`config.mk`:
```
export PLATFORM = sky130hd
export DESIGN_NAME = grid_max_path_sum
export DESIGN_NICKNAME = d
export VERILOG_FILES = /design/src/design/gmps_pkg.sv /design/src/design/gmps_col_ram.sv /design/src/design/gmps_seq.sv /design/src/design/gmps_dp.sv /design/src/design/grid_max_path_sum.sv
export SDC_FILE = /design/constraint.sdc
export NUM_CORES = 2
export LEC_CHECK = 0
export BUFFER_PORTS_ARGS = -buffer_cell sky130_fd_sc_hd__buf_2
export CORE_UTILIZATION = 40
export DETAILED_ROUTE_END_ITERATION = 10
export GPL_ROUTABILITY_DRIVEN = 0
export SYNTH_ARGS = -nofsm -noshare
export SYNTH_HDL_FRONTEND = slang
export SYNTH_SLANG_ARGS = --single-unit
```
`constraint.sdc`:
```
create_clock -name clock -period 18.5 [get_ports clock]
set_input_delay 3.7 -clock clock [delete_from_list [all_inputs] [get_ports clock]]
set_output_delay 3.7 -clock clock [all_outputs]
set_load 0.005 [all_outputs]
```
`src/design/gmps_pkg.sv`:
```
// shared types and constants for the grid max path sum block
package gmps_pkg;

   localparam int VALUE_W    = 16;
   localparam int SUM_W      = 24;
   localparam int ROW_OUT_W  = 6;
   localparam int ROWS_REG_W = 7;
   localparam int COLS_REG_W = 9;
   localparam int CSR_DATA_W = 16;

   typedef enum logic {
      CSR_ROWS_USED = 1'b0,
      CSR_COLS_USED = 1'b1
   } csr_index_type;

   typedef struct packed {
      logic first_col;
      logic last_col;
      logic has_below;
      logic single_row;
      logic last_cell;
   } cell_ctl_type;

   typedef struct packed {
      logic out_full;
   } dp_status_type;

endpackage

```
`src/design/gmps_col_ram.sv`:
```
// column sum memory, one write and one registered read per cycle, write-first
module gmps_col_ram
   import gmps_pkg::*;
#(
   parameter int DEPTH = 64,
   parameter int AW    = 6
) (
   input  logic             clock,
   input  logic             wr_en,
   input  logic [AW-1:0]    wr_addr,
   input  logic [SUM_W-1:0] wr_data,
   input  logic             rd_en,
   input  logic [AW-1:0]    rd_addr,
   output logic [SUM_W-1:0] rd_data
);

   logic [SUM_W-1:0] mem_ff [DEPTH];
   logic [SUM_W-1:0] rd_data_ff;

   always_ff @(posedge clock) begin
      if (wr_en) begin
         mem_ff[wr_addr] <= wr_data;
      end
      if (rd_en) begin
         if (wr_en && (wr_addr == rd_addr)) begin
            rd_data_ff <= wr_data;
         end else begin
            rd_data_ff <= mem_ff[rd_addr];
         end
      end
   end

   assign rd_data = rd_data_ff;

endmodule

```
`src/design/gmps_seq.sv`:
```
// grid position counters, register file and input acceptance
module gmps_seq
   import gmps_pkg::*;
#(
   parameter int MAX_ROWS = 64,
   parameter int MAX_COLS = 256,
   parameter int RW       = 6
) (
   input  logic                  clock,
   input  logic                  reset,
   input  logic                  req_valid,
   output logic                  req_ready,
   input  logic                  csr_valid,
   output logic                  csr_ready,
   input  logic                  csr_index,
   input  logic [CSR_DATA_W-1:0] csr_wdata,
   input  dp_status_type         status,
   output logic                  cell_fire,
   output logic                  grid_clear,
   output logic [RW-1:0]         rd_addr,
   output logic [RW-1:0]         cell_row,
   output cell_ctl_type          cell_ctl
);

   localparam int RCW      = $clog2(MAX_ROWS + 1);
   localparam int CW       = (MAX_COLS > 1) ? $clog2(MAX_COLS) : 1;
   localparam int CCW      = $clog2(MAX_COLS + 1);
   localparam int ROWS_RST = (MAX_ROWS < 64) ? MAX_ROWS : 64;
   localparam int COLS_RST = (MAX_COLS < 256) ? MAX_COLS : 256;

   logic [RCW-1:0]        rows_lim_ff, rows_lim_in;
   logic [CCW-1:0]        cols_lim_ff, cols_lim_in;
   logic [RW-1:0]         row_ff, row_in;
   logic [CW-1:0]         col_ff, col_in;
   logic [ROWS_REG_W-1:0] rows_w;
   logic [COLS_REG_W-1:0] cols_w;
   logic [RCW-1:0]        rows_clamp;
   logic [CCW-1:0]        cols_clamp;
   logic [RCW-1:0]        row_inc;
   logic [CCW-1:0]        col_inc;
   logic                  has_below;
   logic                  last_col;
   logic                  last_cell;
   logic                  csr_fire;

   assign rows_w = csr_wdata[ROWS_REG_W-1:0];
   assign cols_w = csr_wdata[COLS_REG_W-1:0];

   always_comb begin
      if (rows_w == '0) begin
         rows_clamp = RCW'(1);
      end else if (int'(rows_w) > MAX_ROWS) begin
         rows_clamp = RCW'(MAX_ROWS);
      end else begin
         rows_clamp = RCW'(rows_w);
      end
      if (cols_w == '0) begin
         cols_clamp = CCW'(1);
      end else if (int'(cols_w) > MAX_COLS) begin
         cols_clamp = CCW'(MAX_COLS);
      end else begin
         cols_clamp = CCW'(cols_w);
      end
   end

   assign row_inc   = RCW'(row_ff) + RCW'(1);
   assign col_inc   = CCW'(col_ff) + CCW'(1);
   assign has_below = row_inc < rows_lim_ff;
   assign last_col  = col_inc >= cols_lim_ff;
   assign last_cell = !has_below && last_col;

   assign csr_ready  = 1'b1;
   assign csr_fire   = csr_valid && csr_ready;
   assign grid_clear = csr_fire;
   assign req_ready  = !(last_cell && status.out_full);
   assign cell_fire  = req_valid && req_ready;

   assign rd_addr  = has_below ? RW'(row_inc) : '0;
   assign cell_row = row_ff;

   always_comb begin
      cell_ctl.first_col  = (col_ff == '0);
      cell_ctl.last_col   = last_col;
      cell_ctl.has_below  = has_below;
      cell_ctl.single_row = (rows_lim_ff == RCW'(1));
      cell_ctl.last_cell  = last_cell;
   end

   always_comb begin
      rows_lim_in = rows_lim_ff;
      cols_lim_in = cols_lim_ff;
      row_in      = row_ff;
      col_in      = col_ff;
      if (csr_fire) begin
         if (csr_index == CSR_ROWS_USED) begin
            rows_lim_in = rows_clamp;
         end else begin
            cols_lim_in = cols_clamp;
         end
         row_in = '0;
         col_in = '0;
      end else if (cell_fire) begin
         if (has_below) begin
            row_in = RW'(row_inc);
         end else begin
            row_in = '0;
            col_in = last_col ? '0 : CW'(col_inc);
         end
      end
   end

   always_ff @(posedge clock) begin
      if (reset) begin
         rows_lim_ff <= RCW'(ROWS_RST);
         cols_lim_ff <= CCW'(COLS_RST);
         row_ff      <= '0;
         col_ff      <= '0;
      end else begin
         rows_lim_ff <= rows_lim_in;
         cols_lim_ff <= cols_lim_in;
         row_ff      <= row_in;
         col_ff      <= col_in;
      end
   end

endmodule

```
`src/design/gmps_dp.sv`:
```
// cell sum datapath, running best and two-entry result buffer
module gmps_dp
   import gmps_pkg::*;
#(
   parameter int RW = 6
) (
   input  logic                 clock,
   input  logic                 reset,
   input  logic                 cell_fire,
   input  logic                 grid_clear,
   input  logic [VALUE_W-1:0]   cell_value,
   input  logic [RW-1:0]        cell_row,
   input  cell_ctl_type         cell_ctl,
   input  logic [SUM_W-1:0]     rd_data,
   output logic                 wr_en,
   output logic [RW-1:0]        wr_addr,
   output logic [SUM_W-1:0]     wr_data,
   output dp_status_type        status,
   output logic                 rsp_valid,
   input  logic                 rsp_ready,
   output logic [SUM_W-1:0]     rsp_best_value,
   output logic [ROW_OUT_W-1:0] rsp_best_row
);

   logic                 b_valid_ff, b_valid_in;
   logic [VALUE_W-1:0]   b_value_ff;
   logic [RW-1:0]        b_row_ff;
   cell_ctl_type         b_ctl_ff;
   logic [SUM_W-1:0]     cur_ff, above_ff;
   logic [SUM_W-1:0]     best_ff, best_in;
   logic [RW-1:0]        best_row_ff, best_row_in;
   logic                 out_valid_ff, out_valid_in;
   logic [SUM_W-1:0]     out_value_ff, out_value_in;
   logic [RW-1:0]        out_row_ff, out_row_in;
   logic                 spr_valid_ff, spr_valid_in;
   logic [SUM_W-1:0]     spr_value_ff, spr_value_in;
   logic [RW-1:0]        spr_row_ff, spr_row_in;

   logic [SUM_W-1:0]     same, above, below, best2, best3;
   logic [SUM_W:0]       sum_wide;
   logic [SUM_W-1:0]     sum;
   logic                 take;
   logic [SUM_W-1:0]     cand_value;
   logic [RW-1:0]        cand_row;
   logic                 b_last;
   logic                 out_pop;
   logic                 out_push;
   logic [1:0]           out_used;

   always_comb begin
      same     = b_ctl_ff.single_row ? rd_data : cur_ff;
      above    = (b_row_ff != '0) ? above_ff : '0;
      below    = b_ctl_ff.has_below ? rd_data : '0;
      best2    = (above > same) ? above : same;
      best3    = (below > best2) ? below : best2;
      sum_wide = {1'b0, best3} + (SUM_W + 1)'(b_value_ff);
      if (b_ctl_ff.first_col) begin
         sum = SUM_W'(b_value_ff);
      end else if (sum_wide[SUM_W]) begin
         sum = '1;
      end else begin
         sum = sum_wide[SUM_W-1:0];
      end
   end

   assign wr_en   = b_valid_ff;
   assign wr_addr = b_row_ff;
   assign wr_data = sum;

   always_comb begin
      take       = (b_row_ff == '0) || (sum > best_ff);
      cand_value = take ? sum : best_ff;
      cand_row   = take ? b_row_ff : best_row_ff;
   end

   assign b_last   = b_valid_ff && b_ctl_ff.last_cell;
   assign out_pop  = out_valid_ff && rsp_ready;
   assign out_push = b_last && !grid_clear;

   always_comb begin
      b_valid_in   = cell_fire;
      best_in      = best_ff;
      best_row_in  = best_row_ff;
      out_valid_in = out_valid_ff;
      out_value_in = out_value_ff;
      out_row_in   = out_row_ff;
      spr_valid_in = spr_valid_ff;
      spr_value_in = spr_value_ff;
      spr_row_in   = spr_row_ff;
      if (out_pop) begin
         if (spr_valid_ff) begin
            out_value_in = spr_value_ff;
            out_row_in   = spr_row_ff;
            spr_valid_in = 1'b0;
         end else begin
            out_valid_in = 1'b0;
         end
      end
      if (out_push) begin
         if (out_valid_in) begin
            spr_valid_in = 1'b1;
            spr_value_in = cand_value;
            spr_row_in   = cand_row;
         end else begin
            out_valid_in = 1'b1;
            out_value_in = cand_value;
            out_row_in   = cand_row;
         end
      end
      if (grid_clear) begin
         best_in     = '0;
         best_row_in = '0;
      end else if (b_last) begin
         best_in     = '0;
         best_row_in = '0;
      end else if (b_valid_ff && b_ctl_ff.last_col) begin
         best_in     = cand_value;
         best_row_in = cand_row;
      end
   end

   always_ff @(posedge clock) begin
      if (reset) begin
         b_valid_ff   <= 1'b0;
         best_ff      <= '0;
         best_row_ff  <= '0;
         out_valid_ff <= 1'b0;
         spr_valid_ff <= 1'b0;
      end else begin
         b_valid_ff   <= b_valid_in;
         best_ff      <= best_in;
         best_row_ff  <= best_row_in;
         out_valid_ff <= out_valid_in;
         spr_valid_ff <= spr_valid_in;
      end
   end

   always_ff @(posedge clock) begin
      if (cell_fire) begin
         b_value_ff <= cell_value;
         b_row_ff   <= cell_row;
         b_ctl_ff   <= cell_ctl;
      end
      if (b_valid_ff) begin
         cur_ff   <= rd_data;
         above_ff <= cur_ff;
      end
      out_value_ff <= out_value_in;
      out_row_ff   <= out_row_in;
      spr_value_ff <= spr_value_in;
      spr_row_ff   <= spr_row_in;
   end

   // buffer slots still taken after this edge, the pending last cell included
   assign out_used = {1'b0, out_valid_ff} + {1'b0, spr_valid_ff} + {1'b0, b_last}
                     - {1'b0, out_pop};

   always_comb begin
      status.out_full = (out_used >= 2'd2);
   end

   assign rsp_valid      = out_valid_ff;
   assign rsp_best_value = out_value_ff;
   assign rsp_best_row   = ROW_OUT_W'(out_row_ff);

endmodule

```
`src/design/grid_max_path_sum.sv`:
```
// top level of the grid max path sum block
//
// cells enter on the req_ channel one beat per cell, column by column from
// the rightmost column to the leftmost, rows ascending within a column
// each cell's sum is its value plus the best of up to three neighbor sums
// from the column to its right; the previous column lives in a one-port
// write, one-port read memory with a registered read
// after the last cell of the leftmost column one beat leaves on rsp_:
// the best sum of that column and the lowest row that reaches it
// throughput: one cell per cycle, set by one memory read and one write per cell
// a last cell is registered in the b_ stage, its result then in out_ or spr_
// a stalled rsp_ channel holds its beat and up to one more in a spare slot;
// cells keep flowing, only a last cell that would need a third slot waits
// csr_ writes set rows_used (index 0) and cols_used (index 1), clamped to the
// supported range, and restart the grid in progress
// reset clears the counters and the running best, selects min(MAX_ROWS, 64)
// rows and min(MAX_COLS, 256) columns, and leaves the memory uninitialized
module grid_max_path_sum
   import gmps_pkg::*;
#(
   parameter int MAX_ROWS = 64,
   parameter int MAX_COLS = 256
) (
   input  logic                  clock,
   input  logic                  reset,
   input  logic                  req_valid,
   output logic                  req_ready,
   input  logic [VALUE_W-1:0]    req_cell_value,
   output logic                  rsp_valid,
   input  logic                  rsp_ready,
   output logic [SUM_W-1:0]      rsp_best_value,
   output logic [ROW_OUT_W-1:0]  rsp_best_row,
   input  logic                  csr_valid,
   output logic                  csr_ready,
   input  logic                  csr_index,
   input  logic [CSR_DATA_W-1:0] csr_wdata
);

   localparam int RW = (MAX_ROWS > 1) ? $clog2(MAX_ROWS) : 1;

   dp_status_type    status;
   cell_ctl_type     cell_ctl;
   logic             cell_fire;
   logic             grid_clear;
   logic [RW-1:0]    rd_addr;
   logic [RW-1:0]    cell_row;
   logic [SUM_W-1:0] rd_data;
   logic             wr_en;
   logic [RW-1:0]    wr_addr;
   logic [SUM_W-1:0] wr_data;

   gmps_seq #(
      .MAX_ROWS (MAX_ROWS),
      .MAX_COLS (MAX_COLS),
      .RW       (RW)
   ) u_seq (
      .clock      (clock),
      .reset      (reset),
      .req_valid  (req_valid),
      .req_ready  (req_ready),
      .csr_valid  (csr_valid),
      .csr_ready  (csr_ready),
      .csr_index  (csr_index),
      .csr_wdata  (csr_wdata),
      .status     (status),
      .cell_fire  (cell_fire),
      .grid_clear (grid_clear),
      .rd_addr    (rd_addr),
      .cell_row   (cell_row),
      .cell_ctl   (cell_ctl)
   );

   gmps_col_ram #(
      .DEPTH (MAX_ROWS),
      .AW    (RW)
   ) u_ram (
      .clock   (clock),
      .wr_en   (wr_en),
      .wr_addr (wr_addr),
      .wr_data (wr_data),
      .rd_en   (cell_fire),
      .rd_addr (rd_addr),
      .rd_data (rd_data)
   );

   gmps_dp #(
      .RW (RW)
   ) u_dp (
      .clock          (clock),
      .reset          (reset),
      .cell_fire      (cell_fire),
      .grid_clear     (grid_clear),
      .cell_value     (req_cell_value),
      .cell_row       (cell_row),
      .cell_ctl       (cell_ctl),
      .rd_data        (rd_data),
      .wr_en          (wr_en),
      .wr_addr        (wr_addr),
      .wr_data        (wr_data),
      .status         (status),
      .rsp_valid      (rsp_valid),
      .rsp_ready      (rsp_ready),
      .rsp_best_value (rsp_best_value),
      .rsp_best_row   (rsp_best_row)
   );

endmodule

```
==> metrics.md <==
| Metric | Value |
|---|---|
| Layout Skew | `0.0348 ns` |
| Buffers on Ports | `62` |
| Average instance area after synthesis | `13.2 um^2` |
| DRC Markers | `0` |
| Buffer count from post-CTS setup fixing | `0` |
| Placed cell count | `7,771` |
| Max Root-Sink Buffers | `3` |
| Count of hold-fix buffers inserted at cts | `0` |
| CTS tree | `yes` |
| Setup repair after global routing missed its margin | `false` |
| Final period util | `0.701` |
| Relative contribution of sequential cells to total power | `0.518` |
| Clock period minus worst slack | `12.97 ns` |
| Final non-filler cell total | `8,095` |
| Worst endpoint data arrival time | `13.70 ns` |
| Leading area contributor after synthesis | `edfxtp_1` |
| Capturing element of the worst setup path | `u_dp.best_ff[17]` |
| DR vias | `48,400` |
| Cells after synthesis | `5,520` |
| Antenna violations before repair | `9` |
| Placeable core region | `181,000 um^2` |
| CP max stage delay | `0.67 ns` |
| Fraction of synthesis flops using an asynchronous set or reset pin | `0` |
| Total power consumption of the routed design | `0.00854 W` |
| Fraction of synthesized cell area taken by the top area cell type | `0.685` |
| Full die area | `184,000 um^2` |
| Fmax achieved | `0.0771 GHz` |
| Power share of the clock group | `0.404` |
| Final design utilization | `0.454` |
| Via/cell ratio | `5.98` |
| Largest net degree at the start of global routing | `144` |
| Number of CTS-inserted buffers | `178` |
| Reg-to-reg endpoint | `u_dp.best_ff[17]` |
| Layout cell share with drive strength beyond 1 | `0.110` |
| Critical path start-end classification | `reg -> reg` |
| Total count of hold-check failures in the final report | `0` |
| Flip-flop cell with the highest count after synthesis | `edfxtp_1` |
| Internal power consumption | `0.00655 W` |
| Maximum resistive drop on vdd | `0.0663 mV` |
| Startpoint of the worst setup timing path | `u_dp.wr_addr[3]` |
| Final worst setup slack | `5.53 ns` |
| Number of slew-limit violations in the final report | `0` |
| Latest clock arrival within the worst-skew pair | `0.83 ns` |
| Worst setup SP type | `register` |
| Clk pin slew, worst setup/hold paths | `0.06 ns` |
| Headroom to the max-slew limit | `0.0985` |
| Via count of the first global-routing pass | `45,200` |
| Cell Rows | `156` |
| Min-delay worst type | `reg -> reg` |
| Max FO, Critical Path | `71` |
| Worst slack at placement | `5.64 ns` |
| Chip Width | `429 um` |
| Portion of total power attributed to combinational logic | `0.078` |
| Net count reported at finish | `5,730` |
| CP required | `19.22 ns` |
| Switching Fraction | `0.234` |
| Static Leakage | `27.2 nW` |
| Detailed placement HPWL | `127,000 um` |
| Standard cell with the maximum stage delay on the critical path | `edfxtp_1` |
| Reg-to-reg critical path startpoint | `u_dp.wr_addr[3]` |
| Netlist cell types | `87` |
| Initial core utilization | `0.403` |
| Max cap viols | `0` |
| CTS resizes | `0` |
| Element type at the critical path end | `register` |
| Number of violations reported at the end of detailed-routing iteration 0 | `6,038` |
| Synth Cell Area | `73,000 um^2` |
| Number of synthesized register bits | `1,758` |
| Wire length of the first global-routing pass | `320,000 um` |
| Routed WL per cell | `27.5 um` |
| Largest cells by area after synthesis | `edfxtp_1 (69%), nand2_1 (4.7%), dfxtp_1 (2.6%)` |
| Sequential element share of the synthesized area | `0.711` |
| Worst Reg2Reg Path Length in Cells | `40` |
| Buffer cell driving the clock tree root | `clkbuf_16` |
| Actual slew at the worst max-slew pin | `1.33 ns` |
| Detailed Routing Iterations Pass 1 | `5` |
| Synthesized Nets | `5,669` |
| Count of warnings emitted by yosys | `0` |
| Final global-route overflow total | `0` |
| Setup TNS | `0 ns` |
| GRT Overall Usage | `0.237` |
| Worst setup slack for register-to-register paths | `5.53 ns` |
| P per Cell Area | `104 nW/um^2` |
| Remaining number of nets flagged by the antenna check after routing | `0` |
| Number of ports placed on the die boundary | `71` |
| Overall die height | `429 um` |
| Detailed-route wire length | `222,000 um` |
| Final setup vio count | `0` |
| Layout area overhead | `12.5%` |
| Power dissipated by switching net loads | `0.00200 W` |
| H-tree Lvls | `4` |
| Number of synthesized flops with an enable pin | `1,665` |
| Result of the run | `finished clean` |
| CTS Sinks | `1,758` |
## logic make-up after synthesis
group           count (synthesis)  synth area share
mux                           158            0.0236
compound gates               1254             0.112
flops                        1758             0.711
fa+ha+maj                     111            0.0192
xor+xnor                       26           0.00312
other cells                     1         0.0000514
buf+inv                       451            0.0245
simple gates                 1761             0.107
## routing by layer
layer  vias to the layer above  share of wire  track usage
met4                         6          0.034       0.0825
met5                         -        0.00018            0
li1                      21200              -            -
met2                      2466           0.46        0.368
met3                       364          0.097       0.0406
met1                     24300           0.41        0.334
## sequential cells by signal, summed over array words and instances, names as in the netlist, 7 cells and up
name and cells:
u_dp.rsp_best_value 24, u_seq.col_ff 8, u_dp.above_ff 24, u_seq.rows_lim_ff 7, u_ram.mem_ff 1536, u_ram.rd_data 24, u_dp.spr_value_ff 24, u_dp.b_value_ff 16
u_dp.cur_ff 24, u_seq.cols_lim_ff 9, u_dp.best_ff 24
## synth_stat cells (all sizes together) (10+ instances only)
cell type  number
nand4          70
a31oi          99
and3           72
inv            96
a21o           32
o221ai        125
clkbuf        227
and2           57
or3            11
o22ai         118
nor3b          10
mux4           10
o31ai          26
edfxtp       1665
nand3         271
buf           127
nor3           37
o21ai         230
nor2          259
mux2           15
o2111ai        10
nor4           20
nor2b          15
xnor2          18
ha            109
a211oi         66
a22oi          36
a221oi         12
dfxtp          93
mux2i         133
nand2b         11
o211ai         75
a21oi         306
a32oi          17
nand2         909
o21a           18
## worst min-delay path by stage
stage / from / to / slack, ns / cells after the start
2_1_floorplan: u_dp.cur_ff[0] / u_dp.above_ff[0] / 0.42 / 0
3_3_place_gp: u_dp.cur_ff[23] / u_dp.above_ff[23] / 0.43 / 0
3_5_place_dp: u_dp.cur_ff[23] / u_dp.above_ff[23] / 0.43 / 0
4_1_cts: u_dp.cur_ff[18] / u_dp.above_ff[18] / 0.44 / 0
5_1_grt: u_dp.cur_ff[4] / u_dp.above_ff[4] / 0.46 / 0
6_report: u_dp.cur_ff[0] / u_dp.above_ff[0] / 0.44 / 0
## power by group through the flow
stage | registers [W] | logic (W) | clock network, W
CTS | 0.00442 | 0.000663 | 0.00349
floorplan | 0.00450 | 0.000408 | 0
finish | 0.00442 | 0.000668 | 0.00345
global route | 0.00443 | 0.000723 | 0.00364
global placement | 0.00451 | 0.000647 | 0
detailed placement | 0.00451 | 0.000660 | 0
## stage by stage
stage,instance area [um^2],hold slack [ns]
2_1_floorplan,73000,0.422
3_3_place_gp,76600,0.427
3_5_place_dp,76600,0.434
4_1_cts,82100,0.440
5_1_grt,82100,0.459
6_report,82100,0.441
## critical path, delay by kind of cell, from the launching register on
family          cells  cell delay (ns)
flops               1             0.67
simple gates       16             4.98
buf+inv             5             1.76
fa+ha+maj           5             1.52
compound gates     13             3.50
mux                 1             0.41
## area by class of cell
cell class                      instances  area [um^2]
Clock buffer                          235         4780
Multi-Input combinational cell       3311        19700
Sequential cell                      1758        51900
Clock inverter                         85          718
Inverter                               97          364
Antenna cell                            4         10.0
Fill cell                           16000        98900
Tap cell                             2370         2970
Timing Repair Buffer                  235         1710
## cells in the final DEF, fill, tap and decap left out, types with 17 or more instances in the layout
cell type  synthesis  layout
a211oi_1          61      58
a21o_1            32      32
a21oi_1          305     303
a22oi_1           36      36
a31oi_1           99      98
a32oi_1           17      17
and2_1            55      55
and3_1            72      72
buf_2             70      62
buf_4              2     165
clkbuf_1         227      49
clkbuf_16          0     182
clkinv_1           1      38
clkinv_2           0      22
dfxtp_1           93      91
edfxtp_1        1665    1665
ha_1             109     109
inv_1             95      77
inv_2              1      19
mux2i_1          133     133
nand2_1          908     906
nand3_1          271     271
nand4_1           70      70
nor2_1           259     190
nor2_2             0      67
nor3_1            36      34
nor4_1            19      18
o211ai_1          75      75
o21a_1            18      18
o21ai_0          225     224
o221ai_1         125     125
o22ai_1          118     118
o31ai_1           25      25
xnor2_1           18      17
No activity file was read; power rests on OpenSTA's default activity.
